### config.mk
export PLATFORM = sky130hd
export DESIGN_NAME = modbus_rtu_response_receiver
export DESIGN_NICKNAME = d
export VERILOG_FILES = /design/src/rtl/core/mrr_pkg.sv /design/src/rtl/core/mrr_front.sv /design/src/rtl/core/mrr_tokq.sv /design/src/rtl/core/mrr_back.sv /design/src/rtl/core/modbus_rtu_response_receiver.sv
export SDC_FILE = /design/constraint.sdc
export NUM_CORES = 1
export LEC_CHECK = 0
export BUFFER_PORTS_ARGS = -buffer_cell sky130_fd_sc_hd__buf_2
export CORE_MARGIN = 1
export CORE_UTILIZATION = 30
export CTS_CLUSTER_DIAMETER = 120
export DETAILED_ROUTE_END_ITERATION = 10
export SYNTH_ARGS = -nofsm -noshare
export SYNTH_HDL_FRONTEND = slang
export SYNTH_SLANG_ARGS = --single-unit
export TNS_END_PERCENT = 10
### constraint.sdc
create_clock -name i_clk -period 12.1 [get_ports i_clk]
set_clock_uncertainty 0.1 [all_clocks]
set_input_delay 0.605 -clock i_clk [delete_from_list [all_inputs] [get_ports i_clk]]
set_output_delay 0.605 -clock i_clk [all_outputs]
set_load 0.01 [all_outputs]
### src/rtl/core/mrr_pkg.sv
package mrr_pkg;

    // Token kinds handed from the framer to the back end
    localparam logic [2:0] K_ADDR  = 3'd0;
    localparam logic [2:0] K_FUNC  = 3'd1;
    localparam logic [2:0] K_DATA  = 3'd2;
    localparam logic [2:0] K_CRCLO = 3'd3;
    localparam logic [2:0] K_CRCHI = 3'd4;

    // Summary status codes
    localparam logic [1:0] ST_GOOD = 2'd0;
    localparam logic [1:0] ST_BAD  = 2'd1;
    localparam logic [1:0] ST_UNK  = 2'd2;

    localparam logic [15:0] CRC_INIT = 16'hFFFF;
    localparam logic [15:0] CRC_POLY = 16'hA001;
    localparam logic [7:0]  EXC_BIT  = 8'h80;

    typedef struct packed {
        logic [2:0] kind;
        logic [7:0] data;
        logic [8:0] flen;   // byte position + 1, used on the closing byte
    } t_token;

    typedef struct packed {
        logic        is_summary;
        logic [7:0]  payload_byte;
        logic [7:0]  slave_address;
        logic [6:0]  function_code;
        logic        is_exception;
        logic [1:0]  frame_status;
        logic [15:0] received_crc;
        logic [8:0]  frame_length;
    } t_result;

    // One byte of Modbus CRC-16, reflected, bit at a time
    function automatic logic [15:0] crc_byte(input logic [15:0] crc, input logic [7:0] b);
        logic [15:0] c;
        c = crc ^ {8'h00, b};
        for (int k = 0; k < 8; k++) begin
            if (c[0]) begin
                c = (c >> 1) ^ CRC_POLY;
            end else begin
                c = c >> 1;
            end
        end
        return c;
    endfunction

    function automatic logic fc_known(input logic [6:0] fc);
        return (fc inside {[7'h01:7'h06], 7'h0F, 7'h10});
    endfunction

endpackage

### src/rtl/core/mrr_front.sv
module mrr_front
    import mrr_pkg::*;
(
    input  logic         i_clk,
    input  logic         i_rst_n,
    input  logic         i_push,
    input  logic [7:0]   i_rx_byte,
    input  logic         i_tok_full,
    output logic         o_full,
    output logic         o_tok_wr,
    output t_token       o_tok
);

    logic [8:0] r_pos, n_pos;
    logic [8:0] r_exp, n_exp;
    logic       w_acc;
    logic [9:0] w_pos2;
    logic [2:0] w_kind;

    assign o_full = i_tok_full;
    assign w_acc  = i_push && !i_tok_full;
    assign w_pos2 = {1'b0, r_pos} + 10'd2;

    // frame length: learned at function byte, or at byte count for reads
    always_comb begin
        n_exp = r_exp;
        if (r_pos == 9'd0) begin
            n_exp = 9'd0;
        end else if (r_pos == 9'd1) begin
            if ((i_rx_byte & EXC_BIT) != 8'h00) begin
                n_exp = 9'd5;
            end else if (i_rx_byte inside {[8'h01:8'h04]}) begin
                n_exp = 9'd0;
            end else if (i_rx_byte inside {8'h05, 8'h06, 8'h0F, 8'h10}) begin
                n_exp = 9'd8;
            end else begin
                n_exp = 9'd4;
            end
        end else if (r_pos == 9'd2 && r_exp == 9'd0) begin
            n_exp = 9'd5 + {1'b0, i_rx_byte};
        end
    end

    always_comb begin
        n_pos = r_pos + 9'd1;
        if (r_pos == 9'd0) begin
            w_kind = K_ADDR;
        end else if (r_pos == 9'd1) begin
            w_kind = K_FUNC;
        end else if (w_pos2 < {1'b0, n_exp}) begin
            w_kind = K_DATA;
        end else if (w_pos2 == {1'b0, n_exp}) begin
            w_kind = K_CRCLO;
        end else begin
            w_kind = K_CRCHI;
            n_pos  = 9'd0;
        end
    end

    always_ff @(posedge i_clk) begin
        if (!i_rst_n) begin
            r_pos <= 9'd0;
            r_exp <= 9'd0;
        end else if (w_acc) begin
            r_pos <= n_pos;
            r_exp <= (w_kind == K_CRCHI) ? 9'd0 : n_exp;
        end
    end

    assign o_tok_wr   = w_acc;
    assign o_tok.kind = w_kind;
    assign o_tok.data = i_rx_byte;
    assign o_tok.flen = r_pos + 9'd1;

endmodule

### src/rtl/core/mrr_tokq.sv
module mrr_tokq
    import mrr_pkg::*;
(
    input  logic   i_clk,
    input  logic   i_rst_n,
    input  logic   i_wr,
    input  t_token i_tok,
    input  logic   i_rd,
    output logic   o_full,
    output logic   o_valid,
    output t_token o_tok
);

    t_token     r_mem [2];
    logic       r_wp;
    logic       r_rp;
    logic [1:0] r_cnt;

    assign o_full  = (r_cnt == 2'd2);
    assign o_valid = (r_cnt != 2'd0);
    assign o_tok   = r_mem[r_rp];

    always_ff @(posedge i_clk) begin
        if (i_wr) begin
            r_mem[r_wp] <= i_tok;
        end
    end

    always_ff @(posedge i_clk) begin
        if (!i_rst_n) begin
            r_wp  <= 1'b0;
            r_rp  <= 1'b0;
            r_cnt <= 2'd0;
        end else begin
            if (i_wr) begin
                r_wp <= ~r_wp;
            end
            if (i_rd) begin
                r_rp <= ~r_rp;
            end
            r_cnt <= r_cnt + {1'b0, i_wr} - {1'b0, i_rd};
        end
    end

endmodule

### src/rtl/core/mrr_back.sv
module mrr_back
    import mrr_pkg::*;
(
    input  logic    i_clk,
    input  logic    i_rst_n,
    input  logic    i_tok_valid,
    input  t_token  i_tok,
    output logic    o_tok_rd,
    input  logic    i_pop,
    output logic    o_empty,
    output t_result o_res
);

    logic [15:0] r_crc;
    logic [7:0]  r_addr;
    logic [7:0]  r_func;
    logic [7:0]  r_lo;

    t_result     r_buf [2];
    logic        r_wp;
    logic        r_rp;
    logic [1:0]  r_cnt;

    logic        w_rd;
    logic        w_wr;
    logic        w_pop;
    logic [15:0] w_rcrc;
    t_result     w_res;

    assign w_rd     = i_tok_valid && (r_cnt != 2'd2);
    assign o_tok_rd = w_rd;
    assign w_wr     = w_rd && (i_tok.kind == K_DATA || i_tok.kind == K_CRCHI);
    assign w_pop    = i_pop && (r_cnt != 2'd0);
    assign w_rcrc   = {i_tok.data, r_lo};

    always_comb begin
        w_res               = '0;
        w_res.slave_address = r_addr;
        w_res.function_code = r_func[6:0];
        w_res.is_exception  = r_func[7];
        if (i_tok.kind == K_CRCHI) begin
            w_res.is_summary   = 1'b1;
            w_res.received_crc = w_rcrc;
            w_res.frame_length = i_tok.flen;
            if (!r_func[7] && !fc_known(r_func[6:0])) begin
                w_res.frame_status = ST_UNK;
            end else if (w_rcrc == r_crc) begin
                w_res.frame_status = ST_GOOD;
            end else begin
                w_res.frame_status = ST_BAD;
            end
        end else begin
            w_res.payload_byte = i_tok.data;
        end
    end

    always_ff @(posedge i_clk) begin
        if (w_rd) begin
            case (i_tok.kind)
                K_ADDR: begin
                    r_addr <= i_tok.data;
                    r_crc  <= crc_byte(CRC_INIT, i_tok.data);
                end
                K_FUNC: begin
                    r_func <= i_tok.data;
                    r_crc  <= crc_byte(r_crc, i_tok.data);
                end
                K_DATA: begin
                    r_crc <= crc_byte(r_crc, i_tok.data);
                end
                K_CRCLO: begin
                    r_lo <= i_tok.data;
                end
                default: begin
                end
            endcase
        end
        if (w_wr) begin
            r_buf[r_wp] <= w_res;
        end
    end

    always_ff @(posedge i_clk) begin
        if (!i_rst_n) begin
            r_wp  <= 1'b0;
            r_rp  <= 1'b0;
            r_cnt <= 2'd0;
        end else begin
            if (w_wr) begin
                r_wp <= ~r_wp;
            end
            if (w_pop) begin
                r_rp <= ~r_rp;
            end
            r_cnt <= r_cnt + {1'b0, w_wr} - {1'b0, w_pop};
        end
    end

    assign o_empty = (r_cnt == 2'd0);
    assign o_res   = r_buf[r_rp];

endmodule

### src/rtl/core/modbus_rtu_response_receiver.sv
// Modbus RTU response receiver.
// Input channel: push/full carries one received byte per word on i_rx_byte.
// A byte is taken on a rising edge with push high and full low.
// Output channel: empty/pop. While empty is low the oldest result is on the
// o_* ports; it leaves on a rising edge with pop high and empty low.
// Each data byte after the function byte gives one payload word; the last
// CRC byte of a frame gives one summary word (o_last = 1) with status,
// received CRC (low byte first on the wire) and frame length.
// Address, function and low CRC bytes give no word.
// A payload or summary word is registered in the token queue, then in the
// result buffer, and can be popped once visible. Throughput: one byte per
// cycle while results are popped, set by the framer counter and the byte-wide
// CRC step in the back end, with 2-entry token and result queues between them.
// Reset (synchronous, i_rst_n low) clears the framer to byte 0 of a frame
// and empties both queues.
// When the consumer stops popping, the result buffer fills, the back end
// holds its token, the token queue fills and full rises; no word is lost.
// Framing relies on counted lengths only: there is no gap timer.
module modbus_rtu_response_receiver
    import mrr_pkg::*;
(
    input  logic        i_clk,
    input  logic        i_rst_n,
    input  logic        push,
    output logic        full,
    input  logic [7:0]  i_rx_byte,
    output logic        empty,
    input  logic        pop,
    output logic        o_is_summary,
    output logic [7:0]  o_payload_byte,
    output logic [7:0]  o_slave_address,
    output logic [6:0]  o_function_code,
    output logic        o_is_exception,
    output logic [1:0]  o_frame_status,
    output logic [15:0] o_received_crc,
    output logic [8:0]  o_frame_length,
    output logic        o_last
);

    // framer -> token queue
    logic    w_tok_wr;
    t_token  w_tok_in;
    logic    w_tok_full;

    // token queue -> back end
    logic    w_tok_valid;
    logic    w_tok_rd;
    t_token  w_tok_out;

    t_result w_res;

    // Front: counts positions, learns the frame length, tags each byte
    mrr_front u_front (
        .i_clk      (i_clk),
        .i_rst_n    (i_rst_n),
        .i_push     (push),
        .i_rx_byte  (i_rx_byte),
        .i_tok_full (w_tok_full),
        .o_full     (full),
        .o_tok_wr   (w_tok_wr),
        .o_tok      (w_tok_in)
    );

    mrr_tokq u_tokq (
        .i_clk   (i_clk),
        .i_rst_n (i_rst_n),
        .i_wr    (w_tok_wr),
        .i_tok   (w_tok_in),
        .i_rd    (w_tok_rd),
        .o_full  (w_tok_full),
        .o_valid (w_tok_valid),
        .o_tok   (w_tok_out)
    );

    // Back: CRC, held header bytes, result words and output buffer
    mrr_back u_back (
        .i_clk       (i_clk),
        .i_rst_n     (i_rst_n),
        .i_tok_valid (w_tok_valid),
        .i_tok       (w_tok_out),
        .o_tok_rd    (w_tok_rd),
        .i_pop       (pop),
        .o_empty     (empty),
        .o_res       (w_res)
    );

    assign o_is_summary    = w_res.is_summary;
    assign o_payload_byte  = w_res.payload_byte;
    assign o_slave_address = w_res.slave_address;
    assign o_function_code = w_res.function_code;
    assign o_is_exception  = w_res.is_exception;
    assign o_frame_status  = w_res.frame_status;
    assign o_received_crc  = w_res.received_crc;
    assign o_frame_length  = w_res.frame_length;
    assign o_last          = w_res.is_summary;

endmodule
==> results of run 1 <==
==> state kept, by name (all words and copies together) (netlist names), 8 cells and up, named ones only <==
signal	cells
u_tokq.r_mem	40
u_front.r_exp	9
u_back.r_lo	8
u_back.r_crc	16
u_back.r_addr	8
u_back.r_buf	104
u_back.r_func	8
u_front.r_pos	9
==> power by group through the flow <==
stage | combinational (W) | clock [W] | sequential (W)
final | 0.000813 | 0.000751 | 0.00107
after global routing | 0.000902 | 0.000796 | 0.00108
after CTS | 0.000827 | 0.000771 | 0.00107
after detailed placement | 0.000822 | 0 | 0.00108
after global placement | 0.000817 | 0 | 0.00108
after floorplan | 0.000592 | 0 | 0.00107
==> per-layer routing <==
metal / routed length (microns) / vias up / GRT usage [%] / part of all wire, %
met5: 0 / - / 0 / 0
met4: 271 / 0 / 3.04 / 1.4
met3: 1180 / 24 / 2.44 / 6.2
met2: 8430 / 140 / 18.7 / 45
met1: 8970 / 2633 / 16.3 / 48
li1: - / 2565 / - / -
==> metrics by stage <==
step,instance area (sq um),hold WS [ns]
4_1_cts,11000,0.230
6_report,11000,0.250
2_1_floorplan,9380,0.321
5_1_grt,11000,0.238
3_3_place_gp,10200,0.326
3_5_place_dp,10200,0.334
==> final timing paths <==
| path | start | to | cells after the start |
|---|---|---|---|
| worst max-delay path | u_front.r_pos[1] | u_front.r_pos[2] | 11 |
| worst min-delay path | i_rx_byte[1] | u_tokq.r_mem[0][10] | 1 |
| worst max register to register | u_front.r_pos[1] | u_front.r_pos[2] | 11 |
| worst min register to register | u_back.r_addr[4] | u_back.r_buf[0][39] | 0 |
==> area by class of cell <==
class | instances | area share, %
diodes | 1 | 0.0227
clock buffers | 37 | 6.73
clock inverters | 7 | 0.942
inverters | 22 | 0.749
multi-input cells | 401 | 28.2
flip-flops and latches | 212 | 55.2
well taps | 396 | 4.49
repair buffers | 76 | 3.68
==> cell usage in the layout, fill, tap and decap left out, types with 10 or more instances in the layout <==
cell type and n:
edfxtp_1 184, buf_2 66, mux2_2 53, nor2_1 48, xor2_1 41, xnor2_1 34
nand2_1 34, dfxtp_1 27, clkbuf_16 26, ha_1 23, inv_1 21, and2_1 20
mux2i_1 17, nor3_1 12, o21ai_1 10, buf_4 10
==> logic make-up (layout without fill, tap and decap cells) <==
group,after synthesis,count (layout),share of synthesized area (%)
buffers and inverters,48,142,2.09
AND/OR/NAND/NOR,169,169,8.99
other,0,1,0
adder cells (fa/ha/maj),23,23,3.07
XOR/XNOR,79,79,7.83
flip-flops,212,212,64.9
AO/OA/AOI/OAI,57,57,4.32
multiplexers,73,73,8.80
==> out/summary.txt, run 1 <==
PwrDens - 239 mW/mm^2
Chip Width - 179 microns
worst hold path type - input port to register
synth-to-layout area growth - 17.5%
CTS tree - yes
Final HPWL DP - 12.6 mm
number of global-route vias before repair - 5267
Residual DRC - 0
CP cell instances - inv_1, ha_1, o211ai_1, o21ai_0, o41a_1, ha_1, nand4_1, o41ai_1, o21ba_2, nor2_1, a221o_1
Post-synth EDFFs - 184
FMAX - 255 MHz
Leakage - 3.96 nW
Final ANT Viol Nets - 0
Synth Register Bits - 212
Net Sw Frac - 30.9%
first-pass GRT wire length - 29.0 mm
Pwr Total - 0.00263 W
WP buf/inv - 1
clock share of power - 28.5%
syn nets - 696
PortBufs - 66
worst slack at placement - 8.23 ns
Synth async-reset ratio - 0%
Sw Pwr - 0.000812 W
min Tclk post-route - 3.93 ns
pin count of the biggest net entering global routing - 54
Worst slew margin - 32.7%
dpl cells - 1107
nets - 772
Critical-path top delay cell - o211ai_1
number of cell rows - 64
sequential fraction of design power - 40.5%
layout cells sized above 1 - 23.8%
Pre-antenna DRT Iters - 5
sequential fraction of the synthesis area - 64.9%
register area - 0.00609 sq mm
initial core utilization - 30.6%
most common cell in the netlist - edfxtp_1
Critical Path Source Type - register
Synth Flop Type - edfxtp_1
Total Neg Setup Slack - 0 ns
CTS HTree Levels - 1
top cell type's share of synthesized area - 58.9%
outcome - complete, no violations
clk slew on worst S/H paths - 0.06 ns
Mapped Area - 0.00938 sq mm
Vias - 5362
Comb power frac - 30.9%
worst-path fanout max - 12
Post-CTS Resized - 0
io pins - 67
worst slew pin tran - 1.01 ns
setup bufs post-CTS - 0
crit path kind - register to register
WP data required - 12.45 ns
Hold Buf Count CTS - 0
final slew viol count - 0
final wirelength - 18.9 mm
Setup crit end kind - register
final hold viol count - 0
RSZ-0062 raised after global routing - false
crit-path most repeated cell - ha_1
CP top delay family - compound AO/OA/AOI/OAI gates
Max Cap Violations - 0
Synth area leaders - edfxtp_1, mux2_2, dfxtp_1
area leader, netlist - edfxtp_1
internal power - 0.00182 W
worst vdd ir - 0.0997 mV
Multi-input gate area - 0.00311 sq mm
Synth cell types - 57
Layout Cells excl Fill - 1152
Syn Area/Cell - 14.2 sq um
total track usage - 11.8%
initial antenna violation count - 0
initial detailed-routing violation count - 318
DR vias/cell - 4.65
maximum clock path buffer count - 3
Wirelength per Cell - 16.4 microns
R2R Setup Slk - 8.17 ns
Synth Instances - 661
period utilization - 32.5%
final-layout fill cell count - 2973
Clk Latency, worst-skew pair - 0.52 ns
GRT Residual Overflow - 0
Die Y-Extent - 179 microns
Final WS setup - 8.17 ns
Inserted Clock Buffers - 24
Final GP Congestion - 0.823
final core occ - 35.9%
root buffer cell - clkbuf_16
max incr delay on CP - 0.72 ns
die area - 0.0320 sq mm
Core Region - 0.0307 sq mm
number of synthesis warnings - 0
Final setup viols - 0
top post-synthesis cells by count - edfxtp_1, mux2_2, nor2_1, xor2_1
Arr. time, crit path - 4.28 ns
Clock Sinks - 212
(Power assumes the default switching activity.)
==> run 2, diff against run 1 <==
--- a/config.mk
+++ b/config.mk
@@ -5,6 +5,7 @@
 export SDC_FILE = /design/constraint.sdc
 export NUM_CORES = 1
 export LEC_CHECK = 0
+export ABC_AREA = 1
 export BUFFER_PORTS_ARGS = -buffer_cell sky130_fd_sc_hd__buf_2
 export CORE_MARGIN = 1
 export CORE_UTILIZATION = 30
==> constraint.sdc (replaced) <==
create_clock -name i_clk -period 3.5 [get_ports i_clk]
set_clock_uncertainty 0.1 [all_clocks]
set_input_delay 0.175 -clock i_clk [delete_from_list [all_inputs] [get_ports i_clk]]
set_output_delay 0.175 -clock i_clk [all_outputs]
set_load 0.01 [all_outputs]
==> run 2 against run 1 <==
  * Hold slack lost 0.17 ns
  * Clock-buffer cell count fell by 4
  * Cell area rose by 7.0%
  * Worst setup slack lost 7.9 ns
  * Wire length rose by 11%
  * Non-clock buffer count rose by 19
  * Final cell count grew 26%
  * Combinational power rose to 4.8 times the previous value
  * Total power rose to 3.9 times the previous value
==> out/summary.txt, run 2 <==
reg2reg start - u_front.r_pos[3]
Synth Register Bits - 212
worst hold path type - input port to register
synth-to-layout area growth - 18.4%
number of global-route vias before repair - 6166
Multi-input gate area - 0.00339 sq mm
Arr. time, crit path - 3.42 ns
maximum clock path buffer count - 3
Die Y-Extent - 184 microns
root buffer cell - clkbuf_16
Final GP Congestion - 0.858
Clk Latency, worst-skew pair - 0.51 ns
Clock Sinks - 212
final instance area - 0.0118 sq mm
register area - 0.00609 sq mm
worst-path fanout max - 7
commonest non-fill, non-tap cells in the layout - edfxtp_1, nand2_1, inv_1, buf_2, nor2_1
Max Cap Violations - 0
Synth Instances - 890
Pre-antenna DRT Iters - 6
layout cells sized above 1 - 23.7%
hold_sp - push
Wirelength per Cell - 14.4 microns
worst vdd ir - 0.378 mV
top cell type's share of synthesized area - 55.5%
io pins - 67
Synth area leaders - edfxtp_1, nand2_1, mux2_2
PortBufs - 66
initial core utilization - 30.5%
Synth cell types - 47
total track usage - 12.3%
Regs by FF count - u_back.r_buf: 104 flops, u_tokq.r_mem: 40 flops, u_back.r_crc: 16 flops
Final HPWL DP - 14.3 mm
Final WS setup - 0.250 ns
sequential fraction of the synthesis area - 61.1%
leading cell type in the layout, fill and taps excluded - edfxtp_1
Vias - 6484
period utilization - 92.9%
Antenna diodes - 0
WP data required - 3.67 ns
Top reg by flops - u_back.r_buf
Setup crit end kind - register
Mapped Area - 0.00996 sq mm
min Tclk post-route - 3.25 ns
final slew viol count - 0
Chip Width - 184 microns
Post-synth EDFFs - 184
GRT Residual Overflow - 0
most common cell in the netlist - edfxtp_1
nets - 1025
syn nets - 925
clk slew on worst S/H paths - 0.06 ns
crit path kind - register to register
pin count of the biggest net entering global routing - 41
Final setup viols - 0
outcome - complete, no violations
final wirelength - 21.0 mm
DR vias/cell - 4.47
Final ANT Viol Nets - 0
Inserted Clock Buffers - 25
max reg flops - 104
CTS tree - yes
Core Region - 0.0326 sq mm
Residual DRC - 0
final hold viol count - 0
final core occ - 36.2%
die area - 0.0339 sq mm
Worst slew margin - 41.2%
Synth Flop Type - edfxtp_1
FMAX - 308 MHz
Area after DPL - 0.0109 sq mm
number of cell rows - 66
final-layout fill cell count - 3187
crit path from - u_front.r_pos[3]
Leakage - 4.59 nW
Synth async-reset ratio - 0%
worst slack at placement - 0.131 ns
initial antenna violation count - 0
Critical Path Source Type - register
top post-synthesis cells by count - edfxtp_1, nand2_1, inv_1, nor2_1, mux2_2
number of synthesis warnings - 0
worst slew pin tran - 0.879 ns
first-pass GRT wire length - 32.7 mm
Syn Area/Cell - 11.2 sq um
initial detailed-routing violation count - 310
area leader, netlist - edfxtp_1
CTS HTree Levels - 1
Pwr Total - 0.0103 W
PwrDens - 873 mW/mm^2
run 2: final timing paths:
check | to | slack (ns) | depth (start not counted)
worst min-delay path | u_front.r_pos[3] | 0.08 | 5
worst max register to register | u_tokq.r_mem[0][18] | 0.25 | 14
worst min register to register | register | 0.34 | 1
worst max-delay path | u_tokq.r_mem[0][18] | 0.25 | 14
run 2: power breakdown:
part	switching (W)	internal (W)
Clock	0.000987	0.00147
Combinational	0.00254	0.00136
Sequential	0.000297	0.00364
Total	0.00382	0.00647
run 2: critical path, cell delays in order, from the launching register on:
cell	delay, ns
dfxtp_2	0.35
inv_1	0.07
nand2_1	0.09
inv_1	0.12
nand3_1	0.13
nor3_4	0.26
nand4_1	0.20
buf_4	0.19
o21ai_1	0.15
nand2_1	0.09
ha_1	0.28
nand3_1	0.11
nor3_1	0.28
nand2_1	0.15
a21boi_0	0.41
run 2: repair_timing:
| item | CTS | global route |
|---|---|---|
| setup endpoints to repair | 0 | 24 |
| hold endpoints to repair | 28 | 0 |
| hold buffers | 10 | 0 |
| setup buffers | 0 | 3 |
| gates resized for setup | 0 | 11 |
run 2: through the flow:
step	instances	hold slack, ns	TNS [ns]
2_1_floorplan	890	0.174	0
3_3_place_gp	1392	0.324	0
3_5_place_dp	1392	0.329	0
4_1_cts	1448	0.0581	0
5_1_grt	1451	0.0956	-0.0200
6_report	1451	0.0848	0
run 2: kinds of logic after synthesis:
group                    count (synthesis)  synth area share, %
multiplexers                            54                 6.12
AND/OR/NAND/NOR                        341                 15.7
flip-flops                             212                 61.1
XOR/XNOR                                37                 3.40
buffers and inverters                  127                 5.30
AO/OA/AOI/OAI                           96                 5.48
adder cells (fa/ha/maj)                 23                 2.89
run 2: area by class of cell:
type                    count  share of cell area, %
repair buffers             95                   4.96
inverters                 105                   3.38
clock inverters            13                   1.07
clock buffers              33                   5.56
well taps                 442                   4.69
multi-input cells         551                   28.7
flip-flops and latches    212                   51.6
run 2: per-layer routing:
metal	vias up	track usage, %	share of wire, %
li1	3226	-	-
met2	168	20.6	46
met1	3070	16.5	47
met5	-	0	0
met3	20	2.11	5.4
met4	0	3.10	1.5
==> run 3, diff against run 2 <==
==> constraint.sdc (replaced) <==
create_clock -name i_clk -period 3.15 [get_ports i_clk]
set_clock_uncertainty 0.1 [all_clocks]
set_input_delay 0.1575 -clock i_clk [delete_from_list [all_inputs] [get_ports i_clk]]
set_output_delay 0.1575 -clock i_clk [all_outputs]
set_load 0.01 [all_outputs]
==> run 3 against run 2 <==
  * Total power is 13% higher
  * Utilization increased by 0.52 points
  * Critical path depth is 6 higher
  * Worst setup slack lost 0.0079 ns
  * Global-route usage rose by 0.39 points
  * Flip-flop and latch count is the same
  * Register-to-register slack barely moved
  * Maximum frequency is 12% higher
  * Clock power increased by 12%
  * Non-clock buffer count grew 15
  * Sequential share of layout area is 0.75 points lower
  * Critical endpoint is now u_front.r_exp[2]
  * Largest cell class unchanged
  * Highest routed layer unchanged
==> out/summary.txt, run 3 (synthesis results as in run 2) <==
outcome - complete, no violations
hold depth - 5
met2 Use GR - 20.5%
hold path endpoint - u_front.r_exp[3]
number of cell rows - 66
FMAX - 344 MHz
final hold viol count - 0
worst hold slack - 0.0521 ns
RSZ-0062 raised after global routing - true
DR vias/cell - 4.49
final instance area - 0.0120 sq mm
Clock Sinks - 212
dpl cells - 1408
initial core utilization - 30.5%
CTS HTree Levels - 1
initial detailed-routing violation count - 456
Residual DRC - 0
pin count of the biggest net entering global routing - 53
reg2reg start - u_front.r_pos[1]
WP data required - 3.46 ns
Die Y-Extent - 184 microns
Sw Pwr - 0.00443 W
nets - 1041
Final GP Congestion - 0.828
hold_sp - push
clock share of power - 23.6%
worst slack at placement - 0.107 ns
R2R Setup Slk - 0.24 ns
worst-path fanout max - 7
GRT met3 Usage - 1.96%
Vias - 6585
Inserted Clock Buffers - 25
min Tclk post-route - 2.91 ns
Core Region - 0.0326 sq mm
Arr. time, crit path - 3.21 ns
Regs by FF count - u_back.r_buf: 104 flops, u_tokq.r_mem: 40 flops, u_back.r_crc: 16 flops
Critical Path Source Type - register
GR peak layer - met2
leading cell type in the layout, fill and taps excluded - edfxtp_1
Setup crit end kind - register
Top reg by flops - u_back.r_buf
commonest non-fill, non-tap cells in the layout - edfxtp_1, nand2_1, inv_1, buf_2, nor2_1
root buffer cell - clkbuf_16
worst hold path type - input port to register
Area after DPL - 0.0110 sq mm
Layout Cells excl Fill - 1467
clk slew on worst S/H paths - 0.06 ns
worst slew pin tran - 0.871 ns
Net Sw Frac - 37.9%
met1 Use GR - 17.5%
Wirelength per Cell - 14.7 microns
Final ANT Viol Nets - 0
Comb power frac - 39.6%
layout cells sized above 1 - 25.7%
Max Cap Violations - 0
Final WS setup - 0.242 ns
Antenna diodes - 0
Chip Width - 184 microns
crit path kind - register to register
sequential fraction of design power - 36.8%
period utilization - 92.3%
final slew viol count - 0
max reg flops - 104
io pins - 67
first-pass GRT wire length - 33.7 mm
worst vdd ir - 0.478 mV
die area - 0.0339 sq mm
Leakage - 4.69 nW
Final setup viols - 0
Worst Reg-to-Reg Cells - 20
PortBufs - 66
initial antenna violation count - 0
final-layout fill cell count - 3206
internal power - 0.00726 W
CTS tree - yes
total track usage - 12.7%
synth-to-layout area growth - 20.1%
worst reg2reg endpoint - u_front.r_exp[2]
Final HPWL DP - 14.6 mm
Pre-antenna DRT Iters - 5
PwrDens - 977 mW/mm^2
Clk Latency, worst-skew pair - 0.53 ns
GRT Residual Overflow - 0
number of global-route vias before repair - 6366
maximum clock path buffer count - 3
Total Neg Setup Slack - 0 ns
final wirelength - 21.5 mm
Worst slew margin - 41.7%
run 3: cell count changes in the layout (fill, tap and decap cells not counted), moves of 3 or more:
| cell | previous run | this run |
|---|---|---|
| clkinv_1 | 3 | 8 |
| buf_4 | 18 | 32 |
| clkbuf_1 | 8 | 1 |
| inv_8 | 0 | 3 |
run 3: power by group through the flow:
stage	Sequential [W]	Clock [W]	Combinational [W]
after floorplan	0.00430	0	0.00315
after global placement	0.00433	0	0.00446
after CTS	0.00430	0.00281	0.00455
final	0.00430	0.00275	0.00463
after detailed placement	0.00436	0	0.00452
after global routing	0.00436	0.00293	0.00514
run 3: worst max path at each step:
stage                                 from          endpoint  slack (ns)  depth (start not counted)
after floorplan           u_front.r_pos[0]  u_front.r_pos[7]        0.27                         22
after global placement    u_front.r_pos[0]  u_front.r_exp[7]        0.11                         19
after detailed placement  u_front.r_pos[0]  u_front.r_pos[6]        0.11                         18
after CTS                 u_front.r_pos[0]  u_front.r_pos[7]        0.08                         18
after global routing      u_front.r_pos[3]  u_front.r_exp[2]       -0.06                         22
final                     u_front.r_pos[1]  u_front.r_exp[2]        0.24                         20
run 3: stage by stage:
stage               total power (W)  utilization [%]
CTS                          0.0117             36.4
finish                       0.0117             36.7
floorplan                   0.00745                -
global route                 0.0124             36.7
global placement            0.00879             33.7
detailed placement          0.00887             33.7
run 3: critical path, stage by stage, from the launching register on:
cell and delay (ns):
dfxtp_1 0.41, ha_1 0.23, nand3_1 0.10, nor2_2 0.19
nand3_4 0.13, nand2_1 0.08, nand2_1 0.06, nor2_2 0.11
inv_1 0.06, ha_1 0.28, nand2_1 0.06, inv_1 0.05
nand3_1 0.10, o21ai_1 0.14, o21bai_1 0.07, nand2_1 0.11
nand3_2 0.11, nand2_4 0.16, nor2_1 0.07, a21oi_1 0.11
nor2_1 0.05
run 3: repair_timing:
item,in CTS,in global routing
setup endpoints to repair,0,23
hold endpoints to repair,30,0
buffers inserted,0,2
hold buffers,10,0
gates resized for setup,0,22
run 3: final cells by class:
| type | count | area, sq um | area share [%] |
|---|---|---|---|
| Sequential cell | 212 | 6090 | 50.9 |
| Multi-Input combinational cell | 551 | 3410 | 28.5 |
| Timing Repair Buffer | 110 | 711 | 5.94 |
| Clock buffer | 26 | 629 | 5.26 |
| Tap cell | 442 | 553 | 4.62 |
| Inverter | 105 | 402 | 3.36 |
| Clock inverter | 20 | 164 | 1.37 |
| Timing Repair inverter | 1 | 6.26 | 0.0523 |
run 3: metal layers:
metal	part of all wire, %	wire length, microns
met1	48	10300
met2	45	9680
met3	4.7	1020
met4	2.6	555
met5	0	0
